===== src/rtl/hrp_pkg.sv =====
package hrp_pkg;

    localparam int MAX_NAL_BYTES_DEF = 65535;
    localparam int QUEUE_DEPTH_DEF   = 4;

    // configuration port
    localparam int CFG_IDX_W  = 2;
    localparam int CFG_DATA_W = 32;
    localparam logic [CFG_IDX_W-1:0] REG_PAYLOAD_TYPE = 2'd0;
    localparam logic [CFG_IDX_W-1:0] REG_SSRC         = 2'd1;
    localparam logic [CFG_IDX_W-1:0] REG_MAX_PAYLOAD  = 2'd2;
    localparam logic [CFG_IDX_W-1:0] REG_ENABLE       = 2'd3;

    localparam logic [6:0]  PAYLOAD_TYPE_RST = 7'd96;
    localparam logic [11:0] MAX_PAYLOAD_RST  = 12'd1200;

    // RTP / FU-A bytes
    localparam logic [7:0] RTP_BYTE0   = 8'h80;
    localparam logic [7:0] NRI_MASK    = 8'hE0;
    localparam logic [7:0] TYPE_MASK   = 8'h1F;
    localparam logic [7:0] FU_A_TYPE   = 8'd28;
    localparam logic [7:0] FU_START    = 8'h80;
    localparam logic [7:0] FU_END      = 8'h40;

    // header that goes in front of a payload byte
    localparam logic [1:0] HDR_NONE   = 2'd0;
    localparam logic [1:0] HDR_SINGLE = 2'd1;
    localparam logic [1:0] HDR_FRAG   = 2'd2;

    localparam logic [3:0] HDR_LEN_RTP = 4'd12;
    localparam logic [3:0] HDR_LEN_FU  = 4'd14;

    typedef struct packed {
        logic [7:0]  nal_byte;
        logic [15:0] nal_length;
        logic        last_byte;
        logic [31:0] frame_time;
    } in_t;

    typedef struct packed {
        logic [7:0] out_byte;
        logic       packet_end;
        logic       run_last;
    } out_t;

    typedef struct packed {
        logic [6:0]  payload_type;
        logic [31:0] stream_source_id;
        logic [11:0] max_payload;
        logic        enable;
    } cfg_t;

    typedef struct packed {
        logic [1:0]  hdr_kind;
        logic        marker;
        logic [15:0] seq;
        logic [31:0] stamp;
        logic [7:0]  fu_ind;
        logic [7:0]  fu_hdr;
        logic [7:0]  data;
        logic        pend;
    } job_t;

endpackage


===== src/rtl/h264_rtp_packetizer.sv =====
// H.264 to RTP packetizer. NAL unit bytes go in one per beat and RTP packet
// bytes come out one per beat. A unit that fits max_payload leaves as one
// packet with the marker set; a longer one is split into FU-A fragments of
// at most max_payload-2 bytes. The input side classifies each byte and
// queues a job; the output side expands a job into the 12-byte RTP header
// (plus FU indicator and FU header when fragmenting) and the payload byte.
// Payload bytes flow at one per cycle while the receiver pops; a packet
// start puts 12 (single) or 14 (fragment) header bytes before its payload
// byte, the header byte sequencer being the limit, and meanwhile the input
// keeps taking bytes until the QUEUE_DEPTH job queue fills. A single output
// register holds the oldest byte; each job passes from the job queue into it.
// Configuration writes are always ready and are meant to be made while the
// block is idle.
module h264_rtp_packetizer #(
    parameter int MAX_NAL_BYTES = hrp_pkg::MAX_NAL_BYTES_DEF,
    parameter int QUEUE_DEPTH   = hrp_pkg::QUEUE_DEPTH_DEF
) (
    input  logic                            clk,
    input  logic                            rst_n,
    input  logic                            push,
    output logic                            full,
    input  hrp_pkg::in_t                    item,
    output logic                            empty,
    input  logic                            pop,
    output hrp_pkg::out_t                   result,
    input  logic                            cfg_valid,
    output logic                            cfg_ready,
    input  logic [hrp_pkg::CFG_IDX_W-1:0]   cfg_index,
    input  logic [hrp_pkg::CFG_DATA_W-1:0]  cfg_data
);

    hrp_pkg::cfg_t cfg_reg;
    logic          accept;
    logic          job_push;
    hrp_pkg::job_t job;
    hrp_pkg::job_t head;
    logic          head_valid;
    logic          deq;

    assign cfg_ready = 1'b1;
    assign accept    = push && !full;

    always_ff @(posedge clk or negedge rst_n)
    begin
        if (!rst_n)
        begin
            cfg_reg.payload_type     <= hrp_pkg::PAYLOAD_TYPE_RST;
            cfg_reg.stream_source_id <= '0;
            cfg_reg.max_payload      <= hrp_pkg::MAX_PAYLOAD_RST;
            cfg_reg.enable           <= 1'b0;
        end
        else if (cfg_valid && cfg_ready)
        begin
            case (cfg_index)
                hrp_pkg::REG_PAYLOAD_TYPE: cfg_reg.payload_type     <= cfg_data[6:0];
                hrp_pkg::REG_SSRC:         cfg_reg.stream_source_id <= cfg_data;
                hrp_pkg::REG_MAX_PAYLOAD:  cfg_reg.max_payload      <= cfg_data[11:0];
                hrp_pkg::REG_ENABLE:       cfg_reg.enable           <= cfg_data[0];
                default: ;
            endcase
        end
    end

    hrp_front #(
        .MAX_NAL_BYTES(MAX_NAL_BYTES)
    ) u_front (
        .clk      (clk),
        .rst_n    (rst_n),
        .accept   (accept),
        .item     (item),
        .cfg      (cfg_reg),
        .job_push (job_push),
        .job      (job)
    );

    hrp_fifo #(
        .DEPTH(QUEUE_DEPTH)
    ) u_fifo (
        .clk   (clk),
        .rst_n (rst_n),
        .push  (job_push),
        .wdata (job),
        .full  (full),
        .pop   (deq),
        .rdata (head),
        .avail (head_valid)
    );

    hrp_back u_back (
        .clk        (clk),
        .rst_n      (rst_n),
        .cfg        (cfg_reg),
        .head       (head),
        .head_valid (head_valid),
        .deq        (deq),
        .empty      (empty),
        .pop        (pop),
        .result     (result)
    );

    // a byte ending a packet is always the payload byte, hence last of its run
    a_end_is_last: assert property (@(posedge clk) disable iff (!rst_n)
        (!empty && result.packet_end) |-> result.run_last)
        else $error("packet_end without run_last");

    // retiring a job leaves its payload byte in the output register
    a_deq_loads_payload: assert property (@(posedge clk) disable iff (!rst_n)
        deq |=> (!empty && result.run_last))
        else $error("job retired without its payload beat");

    // a disabled channel queues nothing
    a_disabled_drops: assert property (@(posedge clk) disable iff (!rst_n)
        (accept && !cfg_reg.enable) |-> !job_push)
        else $error("job queued while disabled");

endmodule


===== src/rtl/hrp_front.sv =====
module hrp_front #(
    parameter int MAX_NAL_BYTES = hrp_pkg::MAX_NAL_BYTES_DEF
) (
    input  logic          clk,
    input  logic          rst_n,
    input  logic          accept,
    input  hrp_pkg::in_t  item,
    input  hrp_pkg::cfg_t cfg,
    output logic          job_push,
    output hrp_pkg::job_t job
);

    localparam int MW = $clog2(MAX_NAL_BYTES + 1);
    localparam int CW = (MW > 17) ? MW : 17;

    logic [15:0] pos_reg, pos_next;
    logic [11:0] cf_reg, cf_next;
    logic        frag_reg, frag_next;
    logic [7:0]  saved_reg, saved_next;
    logic [31:0] time_reg, time_next;
    logic [15:0] seq_reg, seq_next;

    logic [16:0] pos_inc;
    logic        end_len;
    logic        end_max;

    assign pos_inc = {1'b0, pos_reg} + 17'd1;
    assign end_len = pos_inc >= {1'b0, item.nal_length};
    assign end_max = CW'(pos_inc) >= CW'(MAX_NAL_BYTES);

    always_comb
    begin
        logic        first;
        logic        frag;
        logic [7:0]  hdr;
        logic [31:0] stamp;
        logic [11:0] cf;
        logic [11:0] cf1;
        logic [11:0] limit;
        logic [15:0] rem;
        logic        is_last;
        logic        end_unit;
        logic        pend;

        pos_next   = pos_reg;
        cf_next    = cf_reg;
        frag_next  = frag_reg;
        saved_next = saved_reg;
        time_next  = time_reg;
        seq_next   = seq_reg;
        job_push   = 1'b0;
        job        = '0;

        first    = pos_reg == 16'd0;
        frag     = first ? (item.nal_length > {4'b0, cfg.max_payload}) : frag_reg;
        hdr      = first ? item.nal_byte : saved_reg;
        stamp    = first ? item.frame_time : time_reg;
        cf       = first ? 12'd0 : cf_reg;
        cf1      = cf + 12'd1;
        limit    = (cfg.max_payload >= 12'd3) ? cfg.max_payload - 12'd2 : 12'd1;
        rem      = (item.nal_length > pos_reg) ? item.nal_length - pos_reg : 16'd1;
        is_last  = rem <= {4'b0, limit};
        end_unit = item.last_byte | end_len | end_max;
        pend     = 1'b0;

        if (accept && cfg.enable)
        begin
            if (first)
            begin
                saved_next = item.nal_byte;
                time_next  = item.frame_time;
            end
            job.seq   = seq_reg;
            job.stamp = stamp;
            job.data  = item.nal_byte;
            cf_next   = cf;

            if (!frag)
            begin
                // single packet: running into the payload limit closes the unit
                if (cf1 >= cfg.max_payload)
                    end_unit = 1'b1;
                job_push     = 1'b1;
                job.hdr_kind = first ? hrp_pkg::HDR_SINGLE : hrp_pkg::HDR_NONE;
                job.marker   = 1'b1;
                pend         = end_unit;
                cf_next      = cf1;
            end
            else if (!first)
            begin
                if (cf == 12'd0)
                begin
                    job.hdr_kind = hrp_pkg::HDR_FRAG;
                    job.marker   = is_last;
                    job.fu_ind   = (hdr & hrp_pkg::NRI_MASK) | hrp_pkg::FU_A_TYPE;
                    job.fu_hdr   = (hdr & hrp_pkg::TYPE_MASK)
                                 | ((pos_reg == 16'd1) ? hrp_pkg::FU_START : 8'h00)
                                 | (is_last ? hrp_pkg::FU_END : 8'h00);
                end
                else
                begin
                    job.hdr_kind = hrp_pkg::HDR_NONE;
                end
                job_push = 1'b1;
                pend     = end_unit | (cf1 >= limit);
                cf_next  = pend ? 12'd0 : cf1;
            end
            // fragmenting NAL header byte is held back: no beat

            job.pend  = pend;
            frag_next = frag;
            if (job_push && (job.hdr_kind != hrp_pkg::HDR_NONE))
                seq_next = seq_reg + 16'd1;

            if (end_unit)
            begin
                pos_next  = 16'd0;
                cf_next   = 12'd0;
                frag_next = 1'b0;
            end
            else
            begin
                pos_next = pos_inc[15:0];
            end
        end
    end

    always_ff @(posedge clk or negedge rst_n)
    begin
        if (!rst_n)
        begin
            pos_reg   <= '0;
            cf_reg    <= '0;
            frag_reg  <= 1'b0;
            saved_reg <= '0;
            time_reg  <= '0;
            seq_reg   <= '0;
        end
        else
        begin
            pos_reg   <= pos_next;
            cf_reg    <= cf_next;
            frag_reg  <= frag_next;
            saved_reg <= saved_next;
            time_reg  <= time_next;
            seq_reg   <= seq_next;
        end
    end

endmodule


===== src/rtl/hrp_fifo.sv =====
module hrp_fifo #(
    parameter int DEPTH = hrp_pkg::QUEUE_DEPTH_DEF
) (
    input  logic          clk,
    input  logic          rst_n,
    input  logic          push,
    input  hrp_pkg::job_t wdata,
    output logic          full,
    input  logic          pop,
    output hrp_pkg::job_t rdata,
    output logic          avail
);

    localparam int AW = (DEPTH > 1) ? $clog2(DEPTH) : 1;
    localparam int NW = $clog2(DEPTH + 1);

    hrp_pkg::job_t  mem [DEPTH];
    logic [AW-1:0]  wr_reg, wr_next;
    logic [AW-1:0]  rd_reg, rd_next;
    logic [NW-1:0]  cnt_reg, cnt_next;
    logic           do_push;
    logic           do_pop;

    assign full    = cnt_reg == NW'(DEPTH);
    assign avail   = cnt_reg != '0;
    assign do_push = push && !full;
    assign do_pop  = pop && avail;
    assign rdata   = mem[rd_reg];

    always_comb
    begin
        wr_next  = wr_reg;
        rd_next  = rd_reg;
        cnt_next = cnt_reg;
        if (do_push)
            wr_next = (wr_reg == AW'(DEPTH - 1)) ? '0 : wr_reg + AW'(1);
        if (do_pop)
            rd_next = (rd_reg == AW'(DEPTH - 1)) ? '0 : rd_reg + AW'(1);
        if (do_push && !do_pop)
            cnt_next = cnt_reg + NW'(1);
        else if (do_pop && !do_push)
            cnt_next = cnt_reg - NW'(1);
    end

    always_ff @(posedge clk)
    begin
        if (do_push)
            mem[wr_reg] <= wdata;
    end

    always_ff @(posedge clk or negedge rst_n)
    begin
        if (!rst_n)
        begin
            wr_reg  <= '0;
            rd_reg  <= '0;
            cnt_reg <= '0;
        end
        else
        begin
            wr_reg  <= wr_next;
            rd_reg  <= rd_next;
            cnt_reg <= cnt_next;
        end
    end

endmodule


===== src/rtl/hrp_back.sv =====
module hrp_back (
    input  logic          clk,
    input  logic          rst_n,
    input  hrp_pkg::cfg_t cfg,
    input  hrp_pkg::job_t head,
    input  logic          head_valid,
    output logic          deq,
    output logic          empty,
    input  logic          pop,
    output hrp_pkg::out_t result
);

    logic [3:0]    idx_reg;
    logic          out_valid_reg;
    hrp_pkg::out_t out_reg;
    logic          load;
    logic [3:0]    hlen;
    logic          at_payload;
    logic [7:0]    sel_byte;

    assign load       = !out_valid_reg || pop;
    assign at_payload = idx_reg == hlen;
    assign deq        = load && head_valid && at_payload;
    assign empty      = !out_valid_reg;
    assign result     = out_reg;

    always_comb
    begin
        case (head.hdr_kind)
            hrp_pkg::HDR_SINGLE: hlen = hrp_pkg::HDR_LEN_RTP;
            hrp_pkg::HDR_FRAG:   hlen = hrp_pkg::HDR_LEN_FU;
            default:             hlen = 4'd0;
        endcase
    end

    always_comb
    begin
        if (at_payload)
        begin
            sel_byte = head.data;
        end
        else
        begin
            case (idx_reg)
                4'd0:    sel_byte = hrp_pkg::RTP_BYTE0;
                4'd1:    sel_byte = {head.marker, cfg.payload_type};
                4'd2:    sel_byte = head.seq[15:8];
                4'd3:    sel_byte = head.seq[7:0];
                4'd4:    sel_byte = head.stamp[31:24];
                4'd5:    sel_byte = head.stamp[23:16];
                4'd6:    sel_byte = head.stamp[15:8];
                4'd7:    sel_byte = head.stamp[7:0];
                4'd8:    sel_byte = cfg.stream_source_id[31:24];
                4'd9:    sel_byte = cfg.stream_source_id[23:16];
                4'd10:   sel_byte = cfg.stream_source_id[15:8];
                4'd11:   sel_byte = cfg.stream_source_id[7:0];
                4'd12:   sel_byte = head.fu_ind;
                4'd13:   sel_byte = head.fu_hdr;
                default: sel_byte = 8'h00;
            endcase
        end
    end

    always_ff @(posedge clk or negedge rst_n)
    begin
        if (!rst_n)
        begin
            idx_reg       <= '0;
            out_valid_reg <= 1'b0;
        end
        else if (load)
        begin
            out_valid_reg <= head_valid;
            if (head_valid)
                idx_reg <= at_payload ? 4'd0 : idx_reg + 4'd1;
        end
    end

    // the payload byte of a job is always the last beat of its input byte
    always_ff @(posedge clk)
    begin
        if (load && head_valid)
        begin
            out_reg.out_byte   <= sel_byte;
            out_reg.packet_end <= at_payload & head.pend;
            out_reg.run_last   <= at_payload;
        end
    end

endmodule


===== config.mk =====
export PLATFORM = sky130hd
export DESIGN_NAME = h264_rtp_packetizer
export DESIGN_NICKNAME = d
export VERILOG_FILES = /design/src/rtl/hrp_pkg.sv /design/src/rtl/h264_rtp_packetizer.sv /design/src/rtl/hrp_front.sv /design/src/rtl/hrp_fifo.sv /design/src/rtl/hrp_back.sv
export SDC_FILE = /design/constraint.sdc
export NUM_CORES = 1
export LEC_CHECK = 0
export ABC_AREA = 1
export BUFFER_PORTS_ARGS = -buffer_cell sky130_fd_sc_hd__buf_4
export CORE_MARGIN = 2
export CORE_UTILIZATION = 60
export CTS_CLUSTER_DIAMETER = 80
export DETAILED_ROUTE_END_ITERATION = 8
export GPL_ROUTABILITY_DRIVEN = 0
export PLACE_DENSITY = 0.78
export REMOVE_ABC_BUFFERS = 1
export SYNTH_ARGS = -nofsm -noshare
export SYNTH_HDL_FRONTEND = slang
export SYNTH_HIERARCHICAL = 1
export SYNTH_SLANG_ARGS = --single-unit

===== constraint.sdc =====
create_clock -name clk -period 14.2 [get_ports clk]
set_input_delay 2.13 -clock clk [delete_from_list [all_inputs] [get_ports clk]]
set_output_delay 2.13 -clock clk [all_outputs]
set_load 0.1 [all_outputs]

==> results of run 1 <==
[per-stage QoR]
step | power, mW | util [%]
2_1_floorplan | 3.09 | -
3_3_place_gp | 3.60 | 62.6
3_5_place_dp | 3.66 | 62.6
4_1_cts | 4.95 | 66.4
6_report | 4.95 | 66.4
5_1_grt | 5.21 | 66.4
[metal layers]
metal,routed length [um],share of wire [%],GRT usage [%],vias up
met5,0,0,0,-
met4,2540,4.0,12.0,0
met3,4790,7.5,3.84,158
met2,31700,49,50.5,851
met1,25200,39,36.9,9379
li1,-,-,-,9396
[final cells by class]
cell class | instances | area, sq um
well taps | 539 | 674
repair buffers | 123 | 940
inverters | 397 | 1500
fillers | 3177 | 14100
flip-flops and latches | 463 | 13200
multi-input cells | 1811 | 10000
clock inverters | 17 | 199
clock buffers | 73 | 1420
[worst max-delay path by stage]
stage | start | end | cells after the start
after floorplan | push | u_fifo/mem[0][0] | 8
final | item[44] | u_fifo/mem[0][26] | 11
after detailed placement | item[44] | u_fifo/mem[0][26] | 11
after CTS | item[44] | u_fifo/mem[0][18] | 11
after global placement | item[44] | u_fifo/mem[0][26] | 11
after global routing | item[44] | u_fifo/mem[0][39] | 11
[power by group through the flow]
stage / sequential, mW / combinational [mW] / clock, mW
floorplan: 2.01 / 1.08 / 0
global placement: 1.81 / 1.79 / 0
detailed placement: 1.82 / 1.84 / 0
CTS: 1.79 / 1.86 / 1.30
global route: 1.81 / 2.05 / 1.35
finish: 1.80 / 1.87 / 1.28
[worst max-delay path, delay by kind of cell]
kind / cells / cell delay (ns)
buffers and inverters: 3 / 1.05
adder cells (fa/ha/maj): 1 / 0.30
AND/OR/NAND/NOR: 7 / 2.41
[logic make-up (layout without fill, tap and decap cells)]
group / Yosys count / in the layout
simple gates: 1354 / 1354
flops: 463 / 463
compound gates: 331 / 331
xor+xnor: 21 / 21
other cells: 2 / 4
buf+inv: 531 / 610
fa+ha+maj: 101 / 101
[cell usage after synthesis (2+ instances only)]
library cell,count
nor2_2,9
xor2_1,11
o21a_1,6
clkinv_1,12
nor2_1,244
inv_4,2
o31ai_1,2
nand2_1,776
ha_1,99
and2_1,2
nor2_4,2
dfstp_2,6
o21ai_0,108
buf_6,41
clkbuf_1,22
or2_2,2
nand3_4,3
o211ai_1,49
xnor2_1,10
nand3_2,18
and3_1,2
edfxtp_1,314
nand2_4,3
buf_4,28
buf_1,3
nand2_2,7
conb_1,2
a211oi_1,5
nand4_1,119
dfrtp_1,143
o21ai_1,4
nand3_1,137
clkbuf_8,4
nor4_1,2
inv_1,370
fa_1,2
buf_2,34
nand3b_1,3
nor3_1,21
o211ai_2,104
a21oi_1,45
buf_8,2
inv_2,13
==> run_results.csv, run 1 <==
group,metric,value,unit
routing,vias,19800,
timing,max_slew.worst_pin.slew,1.09,ns
worst_setup_path,cp.arrival,5.95,ns
logic_synthesis,synth_cell_types,55,
clock_network,htreeDepth,2,
pwr,p_leak,12.8,nW
final_layout,final_common_cell,"nand2_1",
final_layout,fin_nets,3041,
timing,min_period_over_period,40.5,%
logic_synthesis,synth.area.top_cells,"edfxtp_1 37%, dfrtp_1 14%, nand2_1 11%, inv_1 5.4%, o211ai_2 5.1%",
logic_synthesis,synth_edf_count,314,
floorplanning,rows,75,
clock_network,clock-sinks,463,
pwr,switchingPower,2.00,mW
timing,clock.fmax,174,MHz
final_layout,drive_above_1_share,13.2,%
logic_synthesis,netlist_area,0.0257,sq mm
worst_setup_path,cp.required,14.41,ns
logic_synthesis,synth-xor-area-share,0.717,%
worst_setup_path,r2r-start,"u_front/pos_reg[0]",
worst_setup_path,crit_top_cell,"nand2_1",
clock_network,clk_pin_slew,0.06,ns
logic_synthesis,yosysSeqAreaShare,51.3,%
final_layout,fin_cells,3423,
logic_synthesis,synth_top_family_by_area,"simple AND/OR/NAND/NOR gates",
pwr,swShare,40.5,%
timing,setup_violations,0,
floorplanning,die_area,0.0444,sq mm
logic_synthesis,syn_avg_cell_area,9.15,sq um
logic_synthesis,yosys_warnings,6,
pwr,peakVddDrop,0.000121,V
global_route,grtUsageTotal,29.1,%
routing,wl_per_cell,18.8,um
floorplanning,initial_utilization,61.0,%
routing,firstDrtPassIters,8,
worst_setup_path,ff2ff_setup_slack,9.19,ns
worst_setup_path,critical_path.slowest_cell,"nor2_4",
worst_setup_path,path_cells,"buf_4 -> ha_1 -> nand2_1 -> nor3_1 -> nand3b_1 -> nand3_4 -> nand2_1 -> inv_2 -> nand2_1 -> nor2_4 -> buf_4",
logic_synthesis,synthAdderAreaFrac,4.98,%
hold_path,min_to,"cfg_reg[14]",
worst_setup_path,slowest_delay,0.93,ns
floorplanning,io_pins,109,
logic_synthesis,ys_ff_latch,463,
timing,skew,0.0205,ns
routing,wl,64200,um
routing,drt_iter0_drc,2111,
placed_design,placed_area,0.0263,sq mm
final_layout,area_growth_syn_to_layout,8.82,%
timing,rsz0062_at_grt,"no",
logic_synthesis,ys.flop_type,"edfxtp_1",
worst_setup_path,reg2reg_depth,24,
timing,hold_violations,0,
timing,fin_hold_ws,0.472,ns
logic_synthesis,synth_compound_area_share,10.2,%
floorplanning,core,0.0420,sq mm
worst_setup_path,startpoint_type,"input port",
logic_synthesis,synthMuxAreaShare,0,%
clock_network,hold_buffers,0,
flow_run,maxCapViolations,0,
placed_design,dp_cells,3333,
worst_setup_path,path_max_fanout,46,
worst_setup_path,critPathKind,"in -> reg",
global_route,antenna_found_initial,0,
routing,drcViolationCount,0,
global_route,grt_overflow_total,0,
placed_design,place_ws,7.99,ns
timing,relSlewSlack,26.8,%
final_layout,stdcell_area,0.0279,sq mm
timing,period_needed,5.75,ns
clock_network,ctsResizeCount,0,
timing,fin_ws,8.45,ns
placed_design,post-dp-hpwl,42700,um
final_layout,largest_reg_flops,304,
routing,detail-route-antenna-nets,0,
hold_path,min-delay-start,"cfg_reg[14]",
floorplanning,dieHeight,211,um
worst_setup_path,worstReg2RegEnd,"u_fifo/mem[0][0]",
logic_synthesis,synthSimpleGateAreaFrac,22.9,%
clock_network,root_buffer,"clkbuf_16",
placed_design,portBuffers,107,
timing,fin_tns_setup,0,ns
clock_network,cts_buffer_depth,3,
pwr,seqPwrFrac,36.3,%
clock_network,clkLatencyLatePin,0.58,ns
global_route,grt_max_degree,156,
global_route,grt_pass1_vias,19200,
global_route,grt_pass1_wl,101000,um
pwr,powerDensity,177,mW/mm^2
clock_network,cts_buffers,48,
worst_setup_path,endpoint_kind,"register",
logic_synthesis,yosysTopAreaCellShare,36.8,%
final_layout,n_antenna_cell,0,
logic_synthesis,ys_async_sr_fraction,32.2,%
timing,drv_slew,0,
routing,via_per_inst,5.78,
pwr,p_int,2.94,mW
hold_path,hp-class,"reg -> reg",
pwr,clkPwrFrac,25.8,%
logic_synthesis,syn_inst,2803,
final_layout,final_cell_mix,"775 x nand2_1, 369 x inv_1, 314 x edfxtp_1",
clock_network,post_cts_buffers,0,
hold_path,min_path_cells,2,
logic_synthesis,synth_top_area_cell,"edfxtp_1",
pwr,pwr-share-comb,37.8,%
clock_network,cts_tree,"built",
run_status,outcome,"complete, no violations",
floorplanning,die_w,211,um
Note: power is estimated with default switching activity, not from simulation.
==> inputs of run 2 (changes only) <==
==> constraint.sdc (replaced) <==
create_clock -name clk -period 5.85 [get_ports clk]
set_input_delay 0.8775 -clock clk [delete_from_list [all_inputs] [get_ports clk]]
set_output_delay 0.8775 -clock clk [all_outputs]
set_load 0.1 [all_outputs]
==> run_results.csv, run 2 (synthesized netlist as in run 1, its figures left out) <==
group,metric,value,unit
run_status,outcome,"complete, no violations",
pwr,power,11.9,mW
routing,vias,19900,
global_route,use_met1,37.3,%
final_layout,n_antenna_cell,0,
routing,wl,63200,um
clock_network,cts_buffers,48,
placed_design,place_ws,1.49,ns
routing,detail-route-antenna-nets,0,
routing,drcViolationCount,0,
pwr,powerDensity,426,mW/mm^2
timing,drv_slew,0,
placed_design,portBuffers,107,
worst_setup_path,startpoint_type,"register",
final_layout,fin_nets,3044,
timing,rsz0062_at_grt,"no",
global_route,gr-max-usage-layer,"met2",
floorplanning,io_pins,109,
floorplanning,die_w,211,um
global_route,use_met2,48.9,%
worst_setup_path,endpoint_kind,"register",
final_layout,largest_reg_flops,304,
timing,relSlewSlack,23.7,%
global_route,antenna_found_initial,0,
hold_path,hp-class,"in -> async",
clock_network,hold_buffers,0,
global_route,grt_max_degree,163,
global_route,grt_pass1_wl,100000,um
routing,firstDrtPassIters,6,
clock_network,cts_tree,"built",
final_layout,drive_above_1_share,13.0,%
clock_network,clk_pin_slew,0.06,ns
worst_setup_path,slowest_delay,0.54,ns
floorplanning,initial_utilization,61.0,%
timing,period_needed,4.48,ns
timing,min_period_over_period,76.6,%
clock_network,htreeDepth,2,
timing,setup_violations,0,
timing,hold_violations,0,
timing,clock.fmax,223,MHz
flow_run,maxCapViolations,0,
worst_setup_path,cp.required,6.13,ns
clock_network,ctsResizeCount,0,
worst_setup_path,path_max_fanout,27,
final_layout,final_common_cell,"nand2_1",
routing,drt_iter0_drc,2177,
floorplanning,dieHeight,211,um
clock_network,clock-sinks,463,
pwr,peakVddDrop,0.000280,V
clock_network,clkLatencyLatePin,0.59,ns
pwr,p_leak,12.7,nW
worst_setup_path,critPathKind,"reg -> reg",
final_layout,area_growth_syn_to_layout,8.62,%
clock_network,root_buffer,"clkbuf_16",
worst_setup_path,critical_path.slowest_cell,"nand2_1",
global_route,grtUsageMet3,4.62,%
floorplanning,core,0.0420,sq mm
floorplanning,rows,75,
routing,wl_per_cell,18.5,um
final_layout,nFillCells,3252,
worst_setup_path,cp.arrival,4.76,ns
timing,skew,0.0284,ns
worst_setup_path,path_cells,"inv_1 -> ha_1 -> nand3_1 -> nor2_1 -> nand2_2 -> nand2_2 -> inv_1 -> ha_1 -> inv_1 -> nor2_1 -> xor2_1 -> inv_1 -> ha_1 -> nand2_1 -> inv_1 -> o21ai_0 -> nand2_1 -> nand2_1 -> nand2_1 -> a211oi_1 -> nand4_1 -> nand2_1 -> a21oi_2",
clock_network,cts_buffer_depth,3,
global_route,grtUsageTotal,28.9,%
global_route,grt_overflow_total,0,
final_layout,final_cell_mix,"775 x nand2_1, 369 x inv_1, 314 x edfxtp_1",
global_route,grt_pass1_vias,19200,
timing,fin_ws,1.37,ns
routing,via_per_inst,5.82,
floorplanning,die_area,0.0444,sq mm
timing,max_slew.worst_pin.slew,1.15,ns
clock_network,post_cts_buffers,0,
placed_design,post-dp-hpwl,41700,um
[run 2: changes by cell type in the layout (fill, tap and decap cells not counted)]
cell / delta
buf_12: +4
buf_4: -1
bufinv_16: -2
clkbuf_1: +3
clkbuf_16: -1
clkbuf_8: -5
clkinv_1: +5
clkinv_2: -1
clkinv_8: +1
inv_8: -1
[run 2: worst paths after layout]
check | end | startpoint | slack [ns] | depth (start not counted)
max | u_fifo/mem[0][0] | u_front/pos_reg[0] | 1.37 | 23
min | cfg_reg[9] | rst_n | 0.26 | 1
max in group asynchronous | u_front/pos_reg[14] | rst_n | 4.29 | 2
max reg2reg | u_fifo/mem[0][0] | u_front/pos_reg[0] | 1.37 | 23
min reg2reg | cfg_reg[51] | cfg_reg[51] | 0.47 | 2
min in group clk | cfg_reg[51] | cfg_reg[51] | 0.47 | 2
[run 2: metrics by stage]
stage	utilization [%]	hold WS [ns]	std cells	setup TNS (ns)	instance area (sq um)
finish	66.3	0.259	3425	0	27900
global route	66.3	0.280	3425	0	27900
CTS	66.3	0.264	3425	0	27900
detailed placement	62.7	0.458	3336	0	26400
global placement	62.7	0.456	3336	0	26400
floorplan	-	0.441	2671	-726.77	24600
[run 2: final cells by class]
cell class / count / area (sq um) / share of cell area, %
Sequential cell: 463 / 13200 / 47.3
Timing Repair Buffer: 126 / 1010 / 3.63
Inverter: 397 / 1500 / 5.37
Multi-Input combinational cell: 1811 / 10000 / 35.9
Clock buffer: 70 / 1330 / 4.79
Clock inverter: 19 / 158 / 0.566
Tap cell: 539 / 674 / 2.42
[run 2: power by group]
group	total, mW	internal, mW	switching [mW]
clock network	2.91	1.67	1.24
logic	4.55	1.27	3.28
registers	4.40	4.04	0.354
total	11.9	6.98	4.88
[run 2: metal layers]
layer,part of all wire [%],vias to the layer above
met4,3.9,0
met3,8.0,172
met1,40,9416
li1,-,9415
met5,0,-
met2,48,918
[run 2: critical path: cells and delay by family (launching register included)]
kind / cells / cell delay (ns)
and+or+nand+nor: 11 / 1.78
adders and majority gates: 3 / 0.69
buffers and inverters: 5 / 0.50
DFF: 1 / 0.50
AOI/OAI and AO/OA: 3 / 0.48
xor gates and xnor gates: 1 / 0.21
